==> src/rtl/core/lzwd_pkg.sv <==
// Shared types and constants for the LZSS window decoder.
package lzwd_pkg;

  localparam int unsigned WinDepth  = 4096;
  localparam int unsigned WinAw     = $clog2(WinDepth);
  localparam int unsigned FifoDepth = 4;
  localparam int unsigned FifoAw    = $clog2(FifoDepth);
  localparam int unsigned FifoCntW  = $clog2(FifoDepth + 1);

  localparam logic [7:0]       SpaceByte = 8'h20;
  localparam logic [4:0]       MinMatch  = 5'd3;
  localparam logic [WinAw-1:0] BiasSzdd  = WinAw'(16);
  localparam logic [WinAw-1:0] BiasSz    = WinAw'(18);

  typedef enum logic [0:0] {
    CFG_BIAS_SELECT,
    CFG_OUTPUT_LENGTH
  } lzwd_cfg_e;

  typedef enum logic [1:0] {
    ST_RUNNING,
    ST_COMPLETE,
    ST_TRUNCATED,
    ST_OVERRUN
  } lzwd_status_e;

  typedef enum logic [1:0] {
    PH_FLAG,
    PH_LIT,
    PH_LOW,
    PH_HIGH
  } lzwd_phase_e;

  typedef enum logic [1:0] {
    OP_NOTE,
    OP_LIT,
    OP_MATCH,
    OP_CLEAR
  } lzwd_op_e;

  typedef enum logic [0:0] {
    BS_IDLE,
    BS_COPY
  } lzwd_bstate_e;

  typedef struct packed {
    logic       cmd;
    logic [7:0] data_byte;
    logic       end_of_input;
  } lzwd_in_t;

  typedef struct packed {
    logic [7:0]   out_byte;
    logic         byte_valid;
    logic         last;
    lzwd_status_e status;
    logic [31:0]  consumed_count;
  } lzwd_out_t;

  typedef struct packed {
    lzwd_op_e         op;
    logic [7:0]       data;
    logic [WinAw-1:0] pos;
    logic [4:0]       len;
    lzwd_status_e     status;
    logic [31:0]      consumed;
    logic             note;
  } lzwd_job_t;

endpackage

==> src/rtl/core/lzwd_fifo.sv <==
// Short job queue between the token parser and the copy engine.
module lzwd_fifo import lzwd_pkg::*; (
  input  logic      clk_i,
  input  logic      rst_ni,
  input  logic      push_i,
  input  lzwd_job_t job_i,
  output logic      full_o,
  input  logic      pop_i,
  output logic      empty_o,
  output lzwd_job_t head_o
);

  lzwd_job_t            mem_q [FifoDepth];
  logic [FifoAw-1:0]    wr_ptr_q, rd_ptr_q;
  logic [FifoCntW-1:0]  count_q;

  assign full_o  = (count_q == FifoCntW'(FifoDepth));
  assign empty_o = (count_q == '0);
  assign head_o  = mem_q[rd_ptr_q];

  always_ff @(posedge clk_i) begin
    if (push_i) begin
      mem_q[wr_ptr_q] <= job_i;
    end
  end

  always_ff @(posedge clk_i or negedge rst_ni) begin
    if (!rst_ni) begin
      wr_ptr_q <= '0;
      rd_ptr_q <= '0;
      count_q  <= '0;
    end else begin
      if (push_i) begin
        wr_ptr_q <= wr_ptr_q + FifoAw'(1);
      end
      if (pop_i) begin
        rd_ptr_q <= rd_ptr_q + FifoAw'(1);
      end
      if (push_i && !pop_i) begin
        count_q <= count_q + FifoCntW'(1);
      end else if (pop_i && !push_i) begin
        count_q <= count_q - FifoCntW'(1);
      end
    end
  end

`ifndef SYNTHESIS
  a_no_overflow: assert property (@(posedge clk_i) disable iff (!rst_ni)
    push_i |-> !full_o) else $error("job queue written while full");

  a_no_underflow: assert property (@(posedge clk_i) disable iff (!rst_ni)
    pop_i |-> !empty_o) else $error("job queue read while empty");

  a_count_bound: assert property (@(posedge clk_i) disable iff (!rst_ni)
    count_q <= FifoCntW'(FifoDepth)) else $error("job queue count out of range");
`endif

endmodule

==> config.mk <==
export PLATFORM = sky130hd
export DESIGN_NAME = lzwd_fifo
export DESIGN_NICKNAME = d
export VERILOG_FILES = /design/src/rtl/core/lzwd_pkg.sv /design/src/rtl/core/lzwd_fifo.sv
export SDC_FILE = /design/constraint.sdc
export NUM_CORES = 1
export LEC_CHECK = 0
export ABC_AREA = 1
export ABC_CLOCK_PERIOD_IN_PS = 2950
export BUFFER_PORTS_ARGS = -buffer_cell sky130_fd_sc_hd__buf_2
export CORE_ASPECT_RATIO = 0.8
export CORE_MARGIN = 2
export CORE_UTILIZATION = 38
export CTS_BUF_LIST = sky130_fd_sc_hd__clkbuf_2
export DETAILED_ROUTE_END_ITERATION = 10
export GPL_TIMING_DRIVEN = 0
export PLACE_DENSITY_LB_ADDON = 0.2
export REMOVE_ABC_BUFFERS = 1
export SYNTH_ARGS = -nofsm -noshare
export SYNTH_HDL_FRONTEND = slang
export SYNTH_SLANG_ARGS = --single-unit
==> constraint.sdc <==
create_clock -name clk_i -period 2.95 [get_ports clk_i]
set_input_delay 0.1475 -clock clk_i [delete_from_list [all_inputs] [get_ports clk_i]]
set_output_delay 0.1475 -clock clk_i [all_outputs]
set_load 0.02 [all_outputs]
# Word level (Yosys, flattened, before mapping)
# Memories as Yosys holds them, arrays and structs flattened.
# Cells that the tools add are included.
# op_classes
n_addsub,4
n_eq_ne,1
muxes,4
n_reduce_logical,6
# op_table
op,n
2-to-1 mux 3 bit,2
adder 2 x 1 -> 2 bit (second input constant),2
adder 3 x 1 -> 3 bit (second input constant),1
equality test 3 bit (second input constant),1
zero test 3 bit,1
subtractor 3 x 1 -> 3 bit (second input constant),1
logical AND 1 bit,2
zero test 1 bit,2
2-to-1 mux 1 bit,2
nonzero test 2 bit,1
# totals
inputBits,66
ramBits,248
n_memories,1
wordCells,19
regBits,7
output_inout_bits,64
# mem_list
memory,depth,width,rd,rd_ports_with_merged_regs,wr,line_no,source
mem_q,4,62,1,0,1,lzwd_fifo.sv:13,lzwd_job_t mem_q [FifoDepth];

# Depth between registers and ports, before layout
# Gate-level depths: netlist of run 1.
# logic_depth
ltp_word,4
ltp_mapped,9
ltp_nobuf,9

# Worst setup path before layout of run 1
# OpenSTA, ideal clock, no wires.
# synth_path
path_kind,flip-flop to flip-flop
from,register wr_ptr_q[0]
to,memory mem_q[2][0] (netlist name) (enable)
required_time_ps,2534
setup_time_ps,416
path_slack_ps,658
t_arrival_ps,1876
path_stages_with_launch,5
cell_sequence,dfrtp_1 > inv_1 > ha_1 > nand2_1 > inv_1
# synth_lines
item,line_no,source
"start, declared",lzwd_fifo.sv:14,"logic [FifoAw-1:0] wr_ptr_q, rd_ptr_q;"
"start signal, assigned",lzwd_fifo.sv:34,wr_ptr_q <= wr_ptr_q + FifoAw'(1);
"end, declared",lzwd_fifo.sv:13,
# Straight into the memory's write port.

==> flow_summary.ini, run 1 <==
[status]
status = complete, no violations

[die]
num_rows = 55
pin_count = 130
die_height_microns = 154
initial_utilization = 0.383
die_w_microns = 192
die-area_sq_um = 29700
coreArea_sq_um = 28100

[finish]
drive_gt1_frac = 0.308
final_core_util = 0.475
syn_to_final_growth_pct = 24.1
final_nets = 1114
stdcell_count = 1449

[min_path]
min-delay-start = job_i[18]
hold_path.class = in2reg
whs_path_depth = 2
whs_endpoint = mem_q[1][18]$_DFFE_PP_

[global_routing]
grt_max_degree = 75
antenna_found_initial = 1
overflow = 0
grt_util_all_layers = 0.149
grt_pass1_wl_microns = 33700
grt_pass1_vias = 6530

[worst_setup_path]
worstPathRequired_ps = 2800
worstPathArrival_ps = 2510
worstPathMaxFanout = 74
r2r_end = mem_q[2][47]$_DFFE_PP_
critical_path_class = reg2out
startpoint_type = flop
r2r_slack_ps = 1130
cp-end-kind = output pin
worstRegToRegCells = 5
reg2reg_from = wr_ptr_q[0]$_DFFE_PN0P_

[yosys]
yosys.cell_count.top_type = edfxtp_1
synth_edf_count = 248
ys_seq_area_frac = 0.709
synth_ff_type = edfxtp_1
yosysTopAreaCellShare = 0.692
ys_types = 21
ys_async_sr_fraction = 0.0275
synthesis.area_sq_um = 10800
yosysTopAreaCell = edfxtp_1
syn_avg_cell_area_sq_um = 13.9
synth_cells = 771
synth_warnings = 0
synth_commonest_cells = edfxtp_1, nand2_1, inv_1, o211ai_2, o211ai_1
synth_area_leaders = edfxtp_1, o211ai_2, nand2_1
synth_seq_cells = 255

[detailed_routing]
vias = 6464
drt-pass1-iter-count = 6
viasPerCell = 4.46
routed_wl_microns = 21900
wl_per_cell_microns = 15.1
drt_iter0_drc = 299
route.detailed.drc = 0
ant_nets = 0

[sta]
setup_tns_ps = 0
slew_headroom = 0.648
post-route-period-util = 0.901
slew_violations = 0
setup_viol = 0
fin_crit_ps = 2660
clock-skew-final_ps = 41.2
worst_pin_slew_ps = 529
max_freq_mhz = 376
hold_ws_ps = 110
final-hold-violation-count = 0
rsz0062_at_grt = false

[power_and_ir_drop]
power.leakage_nw = 5.55
power_density_nw_per_um2 = 932
ir_drop_mv = 0.476

[clock_network]
htreeDepth = 3
clk_pin_slew_worst_paths_ps = 90
cts_root_buf = clkbuf_2
clk_latency_ps = 800
numCtsBuffers = 66
cts_tree = built
clkSinkCount = 255
cts_buffer_depth = 3

[run]
cap_violations = 0

[placed_design]
io_buffers = 129
dp_cells = 1236
dpl.hpwl_microns = 11300
gp_congestion = 0.663
-- worst max-delay path, cell delays in order, from the launching register on --
cell	delay [ps]
dfrtp_4	640
buf_16	250
buf_16	320
nand2_1	100
o211ai_1	80
nand2_1	90
buf_2	160
-- layer usage --
layer  GRT usage  vias to the layer above  wire (microns)
li1            -                     3255               -
met1       0.190                     3013           10100
met2       0.236                      157           10100
met3      0.0481                       39            1370
met4      0.0593                        0             410
met5           0                        -               0
-- kinds of logic (layout without fill, tap and decap cells) --
group                      Yosys count  after routing  synth area share
DFF                                255            255             0.709
and+or+nand+nor                    203            203            0.0714
buffers and inverters              178            485            0.0824
AOI/OAI and AO/OA                  125            125             0.127
adders and majority gates            6              6           0.00768
xor gates and xnor gates             4              4           0.00326
other                                0              1                 0
-- power breakdown --
part / internal (mW) / switching (mW) / total [mW]
clock: 0.841 / 1.33 / 2.17
sequential: 4.74 / 0.256 / 5.00
combinational: 1.79 / 3.48 / 5.27
-- how the worst max path moves through the flow --
stage	from	endpoint	slack [ps]	cells past startpoint
finish	rd_ptr_q[0]$_DFFE_PN0P_	head_o[59]	290	6
global route	rd_ptr_q[0]$_DFFE_PN0P_	head_o[59]	30	6
CTS	rd_ptr_q[1]$_DFFE_PN0P_	head_o[24]	90	5
detailed placement	rd_ptr_q[1]$_DFFE_PN0P_	head_o[16]	330	5
global placement	rd_ptr_q[0]$_DFFE_PN0P_	head_o[58]	-5290	3
floorplan	rd_ptr_q[0]$_DFFE_PN0P_	head_o[47]	-3050	2
-- what timing repair did --
action                                 CTS  global route
endpoints found under the hold margin  350             2
setup endpoints to repair               62            20
resized for setup                        2             0
setup buffers                            2             2
cloned                                   0             1
hold buffers                           102             1
-- placed cells by master (no fill, tap or decap), types with 2 or more instances in the layout --
| master | instances |
|---|---|
| edfxtp_1 | 248 |
| dfrtp_1 | 5 |
| buf_2 | 129 |
| xor2_1 | 3 |
| inv_1 | 131 |
| buf_16 | 5 |
| clkinv_1 | 6 |
| ha_1 | 5 |
| o211ai_1 | 39 |
| dlygate4sd3_1 | 103 |
| dfrtp_4 | 2 |
| clkbuf_2 | 95 |
| nand2_1 | 199 |
| nor3_1 | 2 |
| inv_4 | 4 |
| o211ai_2 | 85 |
| inv_2 | 2 |
| buf_12 | 4 |
| buf_4 | 2 |
-- state kept, by name (all words and copies together), names as in the netlist --
name / cells
mem_q: 248
rd_ptr_q: 2
wr_ptr_q: 2
count_q: 3
-- area by class of cell --
type	instances	area, sq um
antenna	1	2.50
clock buffer	95	475
clock inverter	9	35.0
fill	2548	14700
inverter	136	547
multi-input combinational	338	2250
sequential	255	7630
tap	370	463
timing repair buffer	245	1950
-- stage by stage --
stage          worst slack [ps]  area (sq um)  power, mW
4_1_cts                    90.1         13300       12.6
3_5_place_dp                330         11700       10.2
2_1_floorplan             -3050         10400       7.91
5_1_grt                    31.0         13300       13.3
6_report                    291         13300       12.4
3_3_place_gp              -5290         11500       8.98
No activity file was read; power rests on OpenSTA's default activity.
==> run 2, diff against run 1 <==
Settings changed: ABC_CLOCK_PERIOD_IN_PS 2950 to 2560, CORE_UTILIZATION 38 to 35, PLACE_DENSITY from default to 0.57, PLACE_DENSITY_LB_ADDON 0.2 to default.
Clock period 2.95 ns to 2.56 ns, I/O delays scaled along.
==> run 2 against run 1 <==
Compared with the run above: wire length grew 12%; via count up 4.9%; non-clock buffer count grew 35; combinational power up 28%; global-route usage increased by 0.11 points; cell count rose by 6.2%; largest cell class unchanged.
==> flow_summary.ini, run 2 (same netlist as run 1, synthesis figures left out) <==
[status]
status = complete, no violations

[sta]
post-route-period-util = 0.939
clock-skew-final_ps = 53.3
worst_pin_slew_ps = 517
slew_headroom = 0.656
fin_crit_ps = 2400
setup_viol = 0
slew_violations = 0
final-hold-violation-count = 0
fin_ws_ps = 156
max_freq_mhz = 416
hold_ws_ps = 81.6

[detailed_routing]
vias = 6782
viasPerCell = 4.41
drt_iter0_drc = 241
drt-pass1-iter-count = 4
routed_wl_microns = 24600
wl_per_cell_microns = 16.0
route.detailed.drc = 0
ant_nets = 0

[worst_setup_path]
worstPathMaxFanout = 16
cp_slowest_cell = dfrtp_4
cp_num_buf_inv = 3
r2r_slack_ps = 760
path_delay_family = buffers and inverters
worstPathArrival_ps = 2280
startpoint_type = flop
worstRegToRegCells = 5
worstPathRequired_ps = 2430
critical_path_class = reg2out
max_stage_delay_ps = 550
reg2reg_from = wr_ptr_q[0]$_DFFE_PN0P_
cp-end-kind = output pin
crit_chain = buf_16 -> inv_8 -> o211ai_2 -> nand2_1 -> buf_2
r2r_end = mem_q[2][57]$_DFFE_PP_

[die]
die_w_microns = 200
coreArea_sq_um = 30300
initial_utilization = 0.355
num_rows = 57
pin_count = 130
die-area_sq_um = 32200
die_height_microns = 161

[placed_design]
place_ws_ps = -94.0
gp_congestion = 0.674
dp_cells = 1279
dpl.hpwl_microns = 11500
io_buffers = 129

[clock_network]
htreeDepth = 3
cts_buffer_depth = 3
clk_pin_slew_worst_paths_ps = 100
cts_tree = built
numCtsBuffers = 68
cts_root_buf = clkbuf_2
clkSinkCount = 255
clk_latency_ps = 860

[global_routing]
grt_max_degree = 76
grt_pass1_wl_microns = 36300
overflow = 0
grt_pass1_vias = 6931
antenna_found_initial = 1
grt_util_all_layers = 0.150

[finish]
nFillCells = 2775
drive_gt1_frac = 0.312
final_common_cell = edfxtp_1
top_register = mem_q
largest_reg_flops = 248
seqCellArea_sq_um = 7630
final_cell_mix = edfxtp_1, nand2_1, inv_1, dlygate4sd3_1, buf_2
stdcell_count = 1539
syn_to_final_growth_pct = 30.3
final_nets = 1153
multiInputGateArea_sq_um = 2250
reg.largest.list = mem_q: 248 flops, count_q: 3 flops

[power_and_ir_drop]
power.leakage_nw = 5.83
ir_drop_mv = 0.793
power_density_nw_per_um2 = 1100
finalPower_mw = 15.4

[run]
cap_violations = 0

[min_path]
min-delay-start = push_i
whs_endpoint = wr_ptr_q[0]$_DFFE_PN0P_
hold_path.class = in2reg
whs_path_depth = 3
-- run 2: cell types whose count changed in the layout (fill, tap and decap cells not counted) --
cell           change
clkinv_1           -1
clkbuf_16          +2
clkinv_2           +3
inv_8              +1
diode_2            +1
bufinv_16          +3
clkinv_16          +1
dlygate4sd3_1     +28
buf_16             +4
buf_6              +2
buf_12             -1
clkbuf_2           +5
inv_2              -1
-- run 2: final cells by class --
cell class / instances / share of cell area
clock inverters: 13 / 0.00947
repair inverters: 2 / 0.00295
diodes: 2 / 0.000357
multi-input cells: 338 / 0.160
well taps: 413 / 0.0369
flip-flops and latches: 255 / 0.545
inverters: 136 / 0.0390
repair buffers: 280 / 0.171
clock buffers: 100 / 0.0357
-- run 2: how the worst max path moves through the flow --
stage	from	to	slack, ps	cells past startpoint
after floorplan	rd_ptr_q[0]$_DFFE_PN0P_	head_o[47]	-3420	2
after global placement	rd_ptr_q[0]$_DFFE_PN0P_	head_o[48]	-5610	3
after detailed placement	rd_ptr_q[1]$_DFFE_PN0P_	head_o[12]	-90	5
after CTS	rd_ptr_q[0]$_DFFE_PN0P_	head_o[22]	7	5
after global routing	rd_ptr_q[1]$_DFFE_PN0P_	head_o[57]	-20	5
final	rd_ptr_q[1]$_DFFE_PN0P_	head_o[57]	160	5
-- run 2: power breakdown --
| group | total [mW] | switching [mW] | internal (mW) |
|---|---|---|---|
| Sequential | 5.72 | 0.252 | 5.46 |
| Clock | 2.98 | 1.65 | 1.33 |
| Combinational | 6.72 | 4.36 | 2.35 |
| Total | 15.4 | 6.26 | 9.15 |
-- run 2: layer usage --
metal / track usage / share of wire / up-vias
li1: - / - / 3336
met1: 0.185 / 0.45 / 3223
met2: 0.245 / 0.47 / 164
met3: 0.0447 / 0.054 / 59
met4: 0.0643 / 0.025 / 0
met5: 0 / 0 / -
-- run 2: worst reg2reg max path, delay by kind of cell (launching register included) --
| family | cells | cell delay [ps] |
|---|---|---|
| buffers and inverters | 3 | 750 |
| flip-flops | 1 | 430 |
| adder cells (fa/ha/maj) | 1 | 140 |
| AND/OR/NAND/NOR | 1 | 80 |
-- run 2: what timing repair did --
| item | in CTS | in global routing |
|---|---|---|
| pin swaps | 0 | 1 |
| buffers inserted | 6 | 0 |
| gates resized for setup | 4 | 5 |
| cloned | 3 | 5 |
| hold buffers | 130 | 1 |
| endpoints found under the setup margin | 62 | 44 |
| endpoints found under the hold margin | 355 | 4 |
-- run 2: stage by stage --
stage	area, sq um	util	setup TNS, ps
final	14000	0.462	0
after global routing	14000	0.462	-157
after CTS	13900	0.458	0
after detailed placement	11800	0.388	-1620
after global placement	11500	0.381	-569380
after floorplan	10400	-	-215570
==> run 3, diff against run 2 <==
Settings changed: ABC_AREA 1 to default, BUFFER_PORTS_ARGS -buffer_cell sky130_fd_sc_hd__buf_2 to default, DONT_BUFFER_PORTS from default to 1, PLACE_DENSITY 0.57 to 0.53.
==> run 3 against run 2 <==
Compared with the run above: hold slack improved by 420 ps; global-route usage fell by 1.7 points; area after synthesis fell by 12%; cell count decreased by 38%; clock power shrank 16%; first-iteration DRC count down 30%; clock skew increased by 5.4 ps; sequential share of layout area up 9.8 points; setup slack improved by 26 ps; via count down 34%; critical path type unchanged; die area down 12%; utilization down 1.1 points.
==> flow_summary.ini, run 3 <==
[status]
status = complete, no violations

[yosys]
synth_commonest_cells = edfxtp_1, mux4_2, buf_2, dfrtp_1, buf_12
synth_area_leaders = edfxtp_1, mux4_2, dfrtp_1
yosysTopAreaCellShare = 0.791
synth_warnings = 0
yosysTopAreaCell = edfxtp_1
synthesis.area_sq_um = 9420
synth_seq_cells = 255
synth_cells = 358
ys_types = 19
synth_edf_count = 248
ys_seq_area_frac = 0.810
syn_avg_cell_area_sq_um = 26.3
synth_ff_type = edfxtp_1
yosys.cell_count.top_type = edfxtp_1
ys_async_sr_fraction = 0.0275

[finish]
multiInputGateArea_sq_um = 1610
largest_reg_flops = 248
seqCellArea_sq_um = 7630
final_cell_mix = edfxtp_1, dlygate4sd3_1, clkbuf_2, mux4_2, clkinv_1
top_register = mem_q
reg.largest.list = mem_q: 248 flops, count_q: 3 flops
n_antenna_cell = 0
final_nets = 630
final_common_cell = edfxtp_1
nFillCells = 2254
syn_to_final_growth_pct = 26.2
final_area_sq_um = 11900
drive_gt1_frac = 0.305

[die]
die-area_sq_um = 28200
num_rows = 53
initial_utilization = 0.358
die_height_microns = 151
coreArea_sq_um = 26300
pin_count = 130
die_w_microns = 187

[min_path]
hold_path.class = in2reg

[detailed_routing]
ant_nets = 0
route.detailed.drc = 0
wl_per_cell_microns = 19.1
drt-pass1-iter-count = 4
vias = 4490
routed_wl_microns = 18400
viasPerCell = 4.67
drt_iter0_drc = 168

[worst_setup_path]
critical_path_class = reg2out
worstPathMaxFanout = 14
worstPathArrival_ps = 2250
cp_slowest_cell = mux4_2
cp-end-kind = output pin
max_stage_delay_ps = 620
crit_chain = buf_4 -> buf_12 -> mux4_2
startpoint_type = flop
worstPathRequired_ps = 2430

[clock_network]
cts_buffer_depth = 3
numCtsBuffers = 61
cts_tree = built
htreeDepth = 2
clk_latency_ps = 860
cts_root_buf = clkbuf_2
clk_pin_slew_worst_paths_ps = 100
clkSinkCount = 255

[sta]
setup_viol = 0
slew_violations = 0
rsz0062_at_grt = false
worst_pin_slew_ps = 706
fin_crit_ps = 2380
post-route-period-util = 0.929
final-hold-violation-count = 0
max_freq_mhz = 420
slew_headroom = 0.526
clock-skew-final_ps = 58.8

[power_and_ir_drop]
power_frac_seq = 0.456
clkPwrFrac = 0.201
ir_drop_mv = 0.619
switchingPower_mw = 4.24
intPower_mw = 8.16
finalPower_mw = 12.4
power.leakage_nw = 4.00
netSwitchingFraction = 0.342
power_density_nw_per_um2 = 1040
combPwrFrac = 0.343

[global_routing]
grt_max_degree = 37
overflow = 0
grt_pass1_wl_microns = 28000
grt_pass1_vias = 4974
antenna_found_initial = 0
grt_util_all_layers = 0.133

[placed_design]
gp_congestion = 0.690
dpl.hpwl_microns = 9870
placed_cell_area_sq_um = 9840
io_buffers = 0

[run]
cap_violations = 0
run 3: cell count changes after synthesis, moves of 2 or more:
cell	delta
buf_12	+6
o211ai_2	-85
and2_1	+4
nand2_1	-197
inv_1	-131
buf_6	-20
mux4_1	+4
mux4_2	+58
o211ai_1	-39
buf_2	-7
buf_8	-2
buf_4	-3
run 3: metal layers:
| metal | GRT usage | wire length (microns) | part of all wire |
|---|---|---|---|
| met5 | 0 | 0 | 0 |
| met4 | 0.0535 | 345 | 0.019 |
| met3 | 0.0513 | 1390 | 0.076 |
| met2 | 0.210 | 8620 | 0.47 |
| met1 | 0.168 | 8000 | 0.44 |
run 3: logic make-up (layout without fill, tap and decap cells):
family	after synthesis	in the layout	share of synthesized area
and+or+nand+nor	9	9	0.00518
DFF	255	255	0.810
adders and majority gates	6	6	0.00877
AOI/OAI and AO/OA	1	1	0.000531
buffers and inverters	18	264	0.0193
muxes	63	63	0.151
xor gates and xnor gates	6	6	0.00558
run 3: area by class of cell:
| cell class | count | area share |
|---|---|---|
| clock buffers | 95 | 0.0400 |
| well taps | 357 | 0.0376 |
| flip-flops and latches | 255 | 0.642 |
| repair buffers | 151 | 0.139 |
| clock inverters | 14 | 0.00453 |
| inverters | 4 | 0.00126 |
| multi-input cells | 85 | 0.135 |
run 3: worst max-delay path, delay by kind of cell (launching register included):
| kind | cells | cell delay (ps) |
|---|---|---|
| multiplexers | 1 | 620 |
| buffers and inverters | 2 | 290 |
| flip-flops | 1 | 450 |
run 3: final timing paths:
check / from / end / slack [ps] / cells after the start
setup / recovery: rd_ptr_q[0]$_DFFE_PN0P_ / head_o[16] / 180 / 3
hold / removal: job_i[1] / mem_q[0][1]$_DFFE_PP_ / 510 / 2
setup reg to reg: wr_ptr_q[1]$_DFFE_PN0P_ / mem_q[1][13]$_DFFE_PP_ / 730 / 4
hold reg to reg: count_q[2]$_DFFE_PN0P_ / count_q[2]$_DFFE_PN0P_ / 520 / 1
max in group asynchronous: rst_ni / rd_ptr_q[0]$_DFFE_PN0P_ / 1610 / 3
min in group asynchronous: rst_ni / rd_ptr_q[1]$_DFFE_PN0P_ / 660 / 3
run 3: repair_timing:
item / CTS / global route
resized for setup: 5 / 0
pin swaps: 0 / 0
cloned: 1 / 2
setup endpoints to repair: 62 / 17
setup buffers: 3 / 6
endpoints found under the hold margin: 510 / 0
hold buffers: 133 / 0
run 3: through the flow:
step | TNS (ps) | cells | hold WS (ps) | utilization | setup WS [ps]
global placement | -400520 | 701 | -167 | 0.368 | -2080
global route | 0 | 961 | 405 | 0.451 | 24.3
floorplan | -49250 | 344 | -168 | - | -865
detailed placement | 0 | 707 | -167 | 0.374 | 519
CTS | -72.9 | 953 | 354 | 0.447 | -28.7
finish | 0 | 961 | 506 | 0.451 | 182
run 3: power by group through the flow:
stage / combinational (mW) / sequential [mW] / clock (mW)
finish: 4.26 / 5.66 / 2.50
global route: 4.55 / 5.73 / 2.83
detailed placement: 3.45 / 6.00 / 0
CTS: 4.08 / 5.75 / 2.62
global placement: 2.85 / 6.25 / 0
floorplan: 2.53 / 6.06 / 0
